--- config.mk ---
export PLATFORM = sky130hd
export DESIGN_NAME = max_adjacent_pair_sum
export DESIGN_NICKNAME = d
export VERILOG_FILES = /design/src/hw/rtl/mapsum_pkg.sv /design/src/hw/rtl/mapsum_lane.sv /design/src/hw/rtl/mapsum_merge.sv /design/src/hw/rtl/max_adjacent_pair_sum.sv
export SDC_FILE = /design/constraint.sdc
export NUM_CORES = 1
export LEC_CHECK = 0
export BUFFER_PORTS_ARGS = -buffer_cell sky130_fd_sc_hd__buf_2
export CORE_ASPECT_RATIO = 0.7
export CORE_MARGIN = 2
export CORE_UTILIZATION = 60
export CTS_BUF_LIST = sky130_fd_sc_hd__clkbuf_8 sky130_fd_sc_hd__clkbuf_16
export DETAILED_ROUTE_END_ITERATION = 16
export GPL_TIMING_DRIVEN = 0
export PLACE_DENSITY = 0.82
export SKIP_CTS_REPAIR_TIMING = 1
export SYNTH_ARGS = -nofsm -noshare
export SYNTH_HDL_FRONTEND = slang
export SYNTH_SLANG_ARGS = --single-unit
export TNS_END_PERCENT = 100
--- constraint.sdc ---
create_clock -name i_clk -period 16.8 [get_ports i_clk]
set_input_delay 3.36 -clock i_clk [delete_from_list [all_inputs] [get_ports i_clk]]
set_output_delay 3.36 -clock i_clk [all_outputs]
set_load 0.03 [all_outputs]
--- src/hw/rtl/mapsum_pkg.sv ---
// Shared types, constants and the strip masking function for the adjacent pair sum block.
`timescale 1ns / 1ps

package mapsum_pkg;

    localparam int WORD_BITS      = 20;
    localparam int VALUE_BITS_CAP = 18;
    localparam int SUM_BITS       = VALUE_BITS_CAP + 1;
    localparam int FIELD_COUNT    = 5;
    localparam int COUNT_BITS     = 3;
    localparam int CFG_IDX_BITS   = 2;
    localparam int CFG_DATA_BITS  = 5;
    localparam int DEF_MAX_STRIPS = 5;

    localparam logic [COUNT_BITS-1:0]    RST_ACTIVE_STRIPS = 3'd5;
    localparam logic [CFG_DATA_BITS-1:0] RST_VALUE_BITS    = 5'd12;
    localparam logic [CFG_DATA_BITS-1:0] RST_FLAG_POSITION = 5'd13;

    typedef logic [WORD_BITS-1:0]      t_word;
    typedef logic [VALUE_BITS_CAP-1:0] t_value;
    typedef logic [SUM_BITS-1:0]       t_sum;
    typedef logic [COUNT_BITS-1:0]     t_count;
    typedef logic [CFG_DATA_BITS-1:0]  t_cfg_field;

    typedef enum logic [CFG_IDX_BITS-1:0] {
        CFG_ACTIVE_STRIPS = 2'd0,
        CFG_VALUE_BITS    = 2'd1,
        CFG_FLAG_POSITION = 2'd2
    } t_cfg_idx;

    // Control that travels with one beat through the pipeline.
    typedef struct packed {
        logic   valid;
        t_count count;
    } t_ctrl;

    // A strip is zero when its flag is set; otherwise its low width bits are kept.
    // The width is already clamped to VALUE_BITS_CAP by the caller.
    function automatic t_value strip_value(t_word word, t_cfg_field width,
                                           t_cfg_field flag_at);
        t_value mask;
        logic   flagged;
        mask    = ~({VALUE_BITS_CAP{1'b1}} << width);
        flagged = (flag_at < t_cfg_field'(WORD_BITS)) && word[flag_at];
        return flagged ? '0 : (word[VALUE_BITS_CAP-1:0] & mask);
    endfunction

endpackage

--- src/hw/rtl/mapsum_lane.sv ---
// One lane: masks two neighboring strips and registers their sum.
`timescale 1ns / 1ps

module mapsum_lane (
    input  logic                 i_clk,
    input  mapsum_pkg::t_word    i_word_lo,
    input  mapsum_pkg::t_word    i_word_hi,
    input  mapsum_pkg::t_cfg_field i_width,
    input  mapsum_pkg::t_cfg_field i_flag_at,
    output mapsum_pkg::t_sum     o_sum
);
    import mapsum_pkg::*;

    t_sum r_sum;
    t_sum n_sum;

    always_comb begin
        n_sum = {1'b0, strip_value(i_word_lo, i_width, i_flag_at)}
              + {1'b0, strip_value(i_word_hi, i_width, i_flag_at)};
    end

    always_ff @(posedge i_clk) begin
        r_sum <= n_sum;
    end

    assign o_sum = r_sum;

endmodule

--- src/hw/rtl/mapsum_merge.sv ---
// Merging stage: picks the largest active pair sum, or strip zero alone.
`timescale 1ns / 1ps

module mapsum_merge #(
    parameter int NUM_PAIRS = mapsum_pkg::DEF_MAX_STRIPS - 1
) (
    input  logic               i_clk,
    input  logic               i_rst_n,
    input  mapsum_pkg::t_ctrl  i_ctrl,
    input  mapsum_pkg::t_sum   i_sums [NUM_PAIRS],
    input  mapsum_pkg::t_value i_single,
    output logic               o_valid,
    output mapsum_pkg::t_sum   o_best
);
    import mapsum_pkg::*;

    logic r_valid;
    t_sum r_best;
    t_sum n_best;

    // Pair k takes part when both of its strips are active, that is k + 2 <= count.
    always_comb begin
        n_best = '0;
        if (i_ctrl.count == t_count'(1)) begin
            n_best = {1'b0, i_single};
        end else begin
            for (int k = 0; k < NUM_PAIRS; k++) begin
                if ((COUNT_BITS+1)'(k + 2) <= {1'b0, i_ctrl.count} && i_sums[k] > n_best) begin
                    n_best = i_sums[k];
                end
            end
        end
    end

    always_ff @(posedge i_clk) begin
        if (!i_rst_n) begin
            r_valid <= 1'b0;
        end else begin
            r_valid <= i_ctrl.valid;
        end
    end

    always_ff @(posedge i_clk) begin
        r_best <= n_best;
    end

    assign o_valid = r_valid;
    assign o_best  = r_best;

endmodule

--- src/hw/rtl/max_adjacent_pair_sum.sv ---
// Top level of the adjacent strip pair sum block.
`timescale 1ns / 1ps

// The block takes one sample time, the raw words of five neighboring strips, in every
// clock cycle in which start is high; busy is never raised, so back-to-back beats are
// always taken. Each beat gives exactly one result: o_valid is high for a single
// cycle and o_best_pair_sum holds the largest sum of two adjacent active strip
// values (or the first strip's value alone when only one strip is active). The
// receiver cannot stall the block, so it must capture the result in that cycle. The
// result passes two register stages: one lane per adjacent pair masks its two
// strips and registers their sum, and a merging stage registers the maximum over the
// lanes. Configuration registers may only be written while no beat is in flight.

module max_adjacent_pair_sum #(
    parameter int MAX_STRIPS = mapsum_pkg::DEF_MAX_STRIPS
) (
    input  logic                                 i_clk,
    input  logic                                 i_rst_n,
    input  logic                                 start,
    output logic                                 busy,
    input  mapsum_pkg::t_word                    i_strip_zero,
    input  mapsum_pkg::t_word                    i_strip_one,
    input  mapsum_pkg::t_word                    i_strip_two,
    input  mapsum_pkg::t_word                    i_strip_three,
    input  mapsum_pkg::t_word                    i_strip_four,
    input  logic                                 i_cfg_we,
    input  logic [mapsum_pkg::CFG_IDX_BITS-1:0]  i_cfg_idx,
    input  logic [mapsum_pkg::CFG_DATA_BITS-1:0] i_cfg_data,
    output logic                                 o_valid,
    output mapsum_pkg::t_sum                     o_best_pair_sum
);
    import mapsum_pkg::*;

    localparam int NUM_PAIRS = MAX_STRIPS - 1;

    // Configuration registers.
    t_count     r_active_strips;
    t_cfg_field r_value_bits;
    t_cfg_field r_flag_position;

    always_ff @(posedge i_clk) begin
        if (!i_rst_n) begin
            r_active_strips <= RST_ACTIVE_STRIPS;
            r_value_bits    <= RST_VALUE_BITS;
            r_flag_position <= RST_FLAG_POSITION;
        end else if (i_cfg_we) begin
            unique case (t_cfg_idx'(i_cfg_idx))
                CFG_ACTIVE_STRIPS: r_active_strips <= i_cfg_data[COUNT_BITS-1:0];
                CFG_VALUE_BITS:    r_value_bits    <= i_cfg_data;
                CFG_FLAG_POSITION: r_flag_position <= i_cfg_data;
                default: ;
            endcase
        end
    end

    // Clamp the strip count to one through MAX_STRIPS and the value width to its cap.
    t_count     active_count;
    t_cfg_field width;

    always_comb begin
        active_count = r_active_strips;
        if (active_count == '0) begin
            active_count = t_count'(1);
        end else if (active_count > t_count'(MAX_STRIPS)) begin
            active_count = t_count'(MAX_STRIPS);
        end
        width = (r_value_bits > t_cfg_field'(VALUE_BITS_CAP))
              ? t_cfg_field'(VALUE_BITS_CAP) : r_value_bits;
    end

    // The block never holds off a beat.
    assign busy = 1'b0;

    t_word words [FIELD_COUNT];
    assign words[0] = i_strip_zero;
    assign words[1] = i_strip_one;
    assign words[2] = i_strip_two;
    assign words[3] = i_strip_three;
    assign words[4] = i_strip_four;

    // First stage: control and the single-strip value travel beside the lane sums.
    t_ctrl  r_ctrl;
    t_value r_single;

    always_ff @(posedge i_clk) begin
        if (!i_rst_n) begin
            r_ctrl <= '0;
        end else begin
            r_ctrl.valid <= start && !busy;
            r_ctrl.count <= active_count;
        end
    end

    always_ff @(posedge i_clk) begin
        r_single <= strip_value(words[0], width, r_flag_position);
    end

    t_sum lane_sums [NUM_PAIRS];

    for (genvar k = 0; k < NUM_PAIRS; k++) begin : g_lane
        mapsum_lane u_lane (
            .i_clk     (i_clk),
            .i_word_lo (words[k]),
            .i_word_hi (words[k+1]),
            .i_width   (width),
            .i_flag_at (r_flag_position),
            .o_sum     (lane_sums[k])
        );
    end

    // Second stage: the merge registers the result and its strobe.
    mapsum_merge #(
        .NUM_PAIRS (NUM_PAIRS)
    ) u_merge (
        .i_clk    (i_clk),
        .i_rst_n  (i_rst_n),
        .i_ctrl   (r_ctrl),
        .i_sums   (lane_sums),
        .i_single (r_single),
        .o_valid  (o_valid),
        .o_best   (o_best_pair_sum)
    );

endmodule
==> impl_metrics.csv <==
group,metric,value,unit
worst_setup_path,timing.critical_path.from_type,"register",
place,postPlaceCellArea,11100,um^2
global_routing,first_pass_grt_wire_length,53.4,mm
route,ant_nets,0,
global_routing,groute.layer.met2.usage,58.5,%
clock_network,cts_tree,"yes",
worst_setup_path,crit_start,"g_lane[0].u_lane.o_sum[3]",
flow_run,timing.max_cap.violations,0,
route,detailroute.via_count,9954,
clock_network,ctsRootBufferMaster,"sky130_fd_sc_hd__clkbuf_16",
route,post_drt_via_cell_ratio,6.55,
synth,yosys-top-cells-area,"sky130_fd_sc_hd__dfxtp_1, sky130_fd_sc_hd__ha_1, sky130_fd_sc_hd__mux4_2, sky130_fd_sc_hd__and3_1, sky130_fd_sc_hd__xnor2_1",
global_routing,via_count_of_the_first_global_routing_pass,9223,
clock_network,clock_sinks,131,
sta,slew-limit-headroom,27.4,%
finish,layout_common_cells,"sky130_fd_sc_hd__buf_2, sky130_fd_sc_hd__dfxtp_1, sky130_fd_sc_hd__ha_1",
worst_hold_path,min-delay-path-class,"register to register",
synth,mappedNetlistNets,1376,
floorplan,core_area,16400,um^2
synth,seq_area_frac_synth,25.8,%
worst_setup_path,ff2ff_setup_slack,7.81,ns
synth,netlist_instances,1132,
global_routing,overall_global_routing_usage,39.1,%
clock_network,cts_max_level,4,
finish,fillCellCount,1277,
synth,yosys_warnings,0,
sta,final_max_slew_viol_count,0,
synth,synth_top_cell_area_share,25.8,%
global_routing,grt_remaining_overflow,0,
route,drt_iter0_drc,1273,
worst_setup_path,worstSetupPathType,"register to register",
worst_hold_path,hold_start,"r_ctrl[3]",
global_routing,grt_antenna_before_repair,3,
synth,synth-seq-cells,131,
global_routing,maximum_number_of_pins_on_one_net_before_global_route_repair,17,
worst_setup_path,timing.critical_path.fanout_max,10,
status,status,"finished clean",
synth,dominantRegCellSynth,"sky130_fd_sc_hd__dfxtp_1",
sta,setup_repair_after_global_routing_missed_its_margin,"no",
synth,synth_cell_types,63,
place,dp_hpwl,28.9,mm
global_routing,global_route.usage.met3,10.8,%
sta,fin_crit_sh,53.5,%
worst_setup_path,cp_data_required_time,17.07,ns
finish,final_cell_area,11800,um^2
power_and_ir_drop,fin_total_pwr,1.47,mW
place,io_buffers,130,
worst_setup_path,worst_r2r_src,"g_lane[0].u_lane.o_sum[3]",
route,drc_errors,0,
sta,finalSetupViolCount,0,
place,gp_congestion,1.04,
sta,timing.final.crit_period,8.99,ns
floorplan,num_io_pins,132,
sta,hold_viol,0,
floorplan,die_area,18000,um^2
finish,layout_commonest_cell,"sky130_fd_sc_hd__buf_2",
sta,max_slew.worst_pin.slew,1.08,ns
route,first_pass_iters,6,
floorplan,die_width,159,um
clock_network,clk_pin_slew,0.06,ns
sta,highest_clock_rate,111,MHz
worst_setup_path,worst-endpoint-arrival,9.26,ns
sta,fin_hold_ws,0.452,ns
finish,design.final.nets,1525,
sta,tns,0,ns
synth,async_reset_ff_share,0,%
synth,number_of_synthesized_flops_with_an_enable_pin,0,
synth,avgSynthCellArea,8.97,um^2
synth,netlist.top_cell.by_area,"sky130_fd_sc_hd__dfxtp_1",
worst_setup_path,timing.critical_path.to_type,"register",
clock_network,cts_buffers,17,
clock_network,clockBufferDepth,2,
worst_setup_path,critical-path-slowest-cell,"sky130_fd_sc_hd__o41ai_4",
finish,syn_to_final_growth,15.8,%
route,wire_per_inst,23.3,um
finish,stdcell_count,1520,
floorplan,die-height,113,um
route,detail_route.wirelength,35.4,mm
power_and_ir_drop,vdd_ir_drop_max,0.0805,mV
floorplan,initial_core_util,61.7,%
worst_setup_path,worst_path_largest_cell_delay,0.66,ns
synth,post_synth_instance_area,10200,um^2
worst_setup_path,critical_path_s_most_frequent_cell,"sky130_fd_sc_hd__clkbuf_1",
floorplan,row_count,39,
finish,drive_above_1_share,18.5,%
sta,clock-skew-final,0.0127,ns
clock_network,clock_latency_late_sink,0.42,ns
finish,register_area,2620,um^2
finish,combined_area_of_the_multi_input_logic_cells,7180,um^2
global_routing,met1_usage,54.8,%
place,post-place-cells,1487,
power_and_ir_drop,power_density,125,nW/um^2
global_routing,globalRoute.busiestLayer,"met2",
power_and_ir_drop,p_leak,5.66,nW
[area by class of cell]
| class | count | share of cell area [%] |
|---|---|---|
| antenna | 1 | 0.0213 |
| buffer | 42 | 1.66 |
| clock buffer | 20 | 3.97 |
| clock inverter | 12 | 1.70 |
| inverter | 42 | 1.34 |
| multi-input combinational | 917 | 61.1 |
| sequential | 131 | 22.3 |
| tap | 225 | 2.39 |
| timing repair buffer | 130 | 5.53 |
[cells by family after synthesis]
| family | count (synthesis) | share of synthesized area (%) |
|---|---|---|
| multiplexers | 64 | 10.2 |
| AND/OR/NAND/NOR | 390 | 20.0 |
| XOR/XNOR | 60 | 5.18 |
| buffers and inverters | 84 | 3.47 |
| other | 1 | 0.0369 |
| adder cells (fa/ha/maj) | 133 | 16.7 |
| flip-flops | 131 | 25.8 |
| AO/OA/AOI/OAI | 269 | 18.6 |
[cell usage after synthesis (3+ instances only)]
master and number:
sky130_fd_sc_hd__o21bai_1 4, sky130_fd_sc_hd__clkbuf_1 27, sky130_fd_sc_hd__a21oi_1 69, sky130_fd_sc_hd__nor3b_1 3, sky130_fd_sc_hd__nor2_1 74, sky130_fd_sc_hd__a21o_1 41, sky130_fd_sc_hd__nand4_1 20, sky130_fd_sc_hd__inv_1 42
sky130_fd_sc_hd__o211ai_1 18, sky130_fd_sc_hd__xnor2_1 48, sky130_fd_sc_hd__nand2_1 80, sky130_fd_sc_hd__o31ai_1 11, sky130_fd_sc_hd__fa_1 4, sky130_fd_sc_hd__nand3_1 21, sky130_fd_sc_hd__o21ai_0 21, sky130_fd_sc_hd__o311a_1 3
sky130_fd_sc_hd__and4_1 5, sky130_fd_sc_hd__o22ai_1 15, sky130_fd_sc_hd__nor2b_1 23, sky130_fd_sc_hd__clkbuf_2 4, sky130_fd_sc_hd__a211oi_1 12, sky130_fd_sc_hd__buf_6 3, sky130_fd_sc_hd__a31o_2 10, sky130_fd_sc_hd__o21a_1 12
sky130_fd_sc_hd__or3_1 10, sky130_fd_sc_hd__xor2_1 12, sky130_fd_sc_hd__mux2_2 9, sky130_fd_sc_hd__nor3_1 23, sky130_fd_sc_hd__mux4_2 30, sky130_fd_sc_hd__and2_1 9, sky130_fd_sc_hd__dfxtp_1 131, sky130_fd_sc_hd__a22oi_2 5
sky130_fd_sc_hd__buf_1 4, sky130_fd_sc_hd__ha_1 129, sky130_fd_sc_hd__or4_1 9, sky130_fd_sc_hd__o41ai_1 7, sky130_fd_sc_hd__nor4_1 5, sky130_fd_sc_hd__mux2i_1 23, sky130_fd_sc_hd__nand2b_1 8, sky130_fd_sc_hd__a31oi_1 5
sky130_fd_sc_hd__and3_1 90, sky130_fd_sc_hd__a221oi_1 4, sky130_fd_sc_hd__or2_2 8, sky130_fd_sc_hd__a21boi_0 10, sky130_fd_sc_hd__a211o_1 4
[routing by layer]
metal / vias up / share of wire (%)
met2: 747 / 41
met1: 4546 / 42
met5: - / 0
met4: 0 / 3.4
met3: 109 / 13
li1: 4552 / -
[flip-flops by register name, summed over array words and instances (netlist names)]
signal and cells:
g_lane.u_lane.o_sum 76, r_single 18, r_ctrl 4, u_merge.o_valid 1, r_value_bits 5, r_active_strips 3
r_flag_position 5, u_merge.o_best 19
[worst paths after layout]
kind | endpoint | cells past startpoint
max | u_merge.o_best[2] | 32
min | u_merge.o_valid | 1
min reg2reg | u_merge.o_valid | 1
max reg2reg | u_merge.o_best[2] | 32
[worst max-delay path: cells and delay by family (launching register included)]
family | cells | cell delay (ns)
simple gates | 7 | 1.50
buf+inv | 6 | 2.21
compound gates | 15 | 3.41
flops | 1 | 0.31
fa+ha+maj | 3 | 0.91
mux | 1 | 0.47
[through the flow]
step	util, %	worst slack, ns
2_1_floorplan	-	9.84
3_3_place_gp	67.4	8.21
3_5_place_dp	67.4	8.13
4_1_cts	71.5	8.05
5_1_grt	71.5	7.31
6_report	71.5	7.81
[power breakdown]
group | switching (mW) | internal (mW) | leakage, nW
sequential | 0.0363 | 0.374 | 1.09
combinational | 0.378 | 0.260 | 4.24
clock | 0.148 | 0.276 | 0.330
total | 0.563 | 0.910 | 5.66
(Power assumes the default switching activity.)
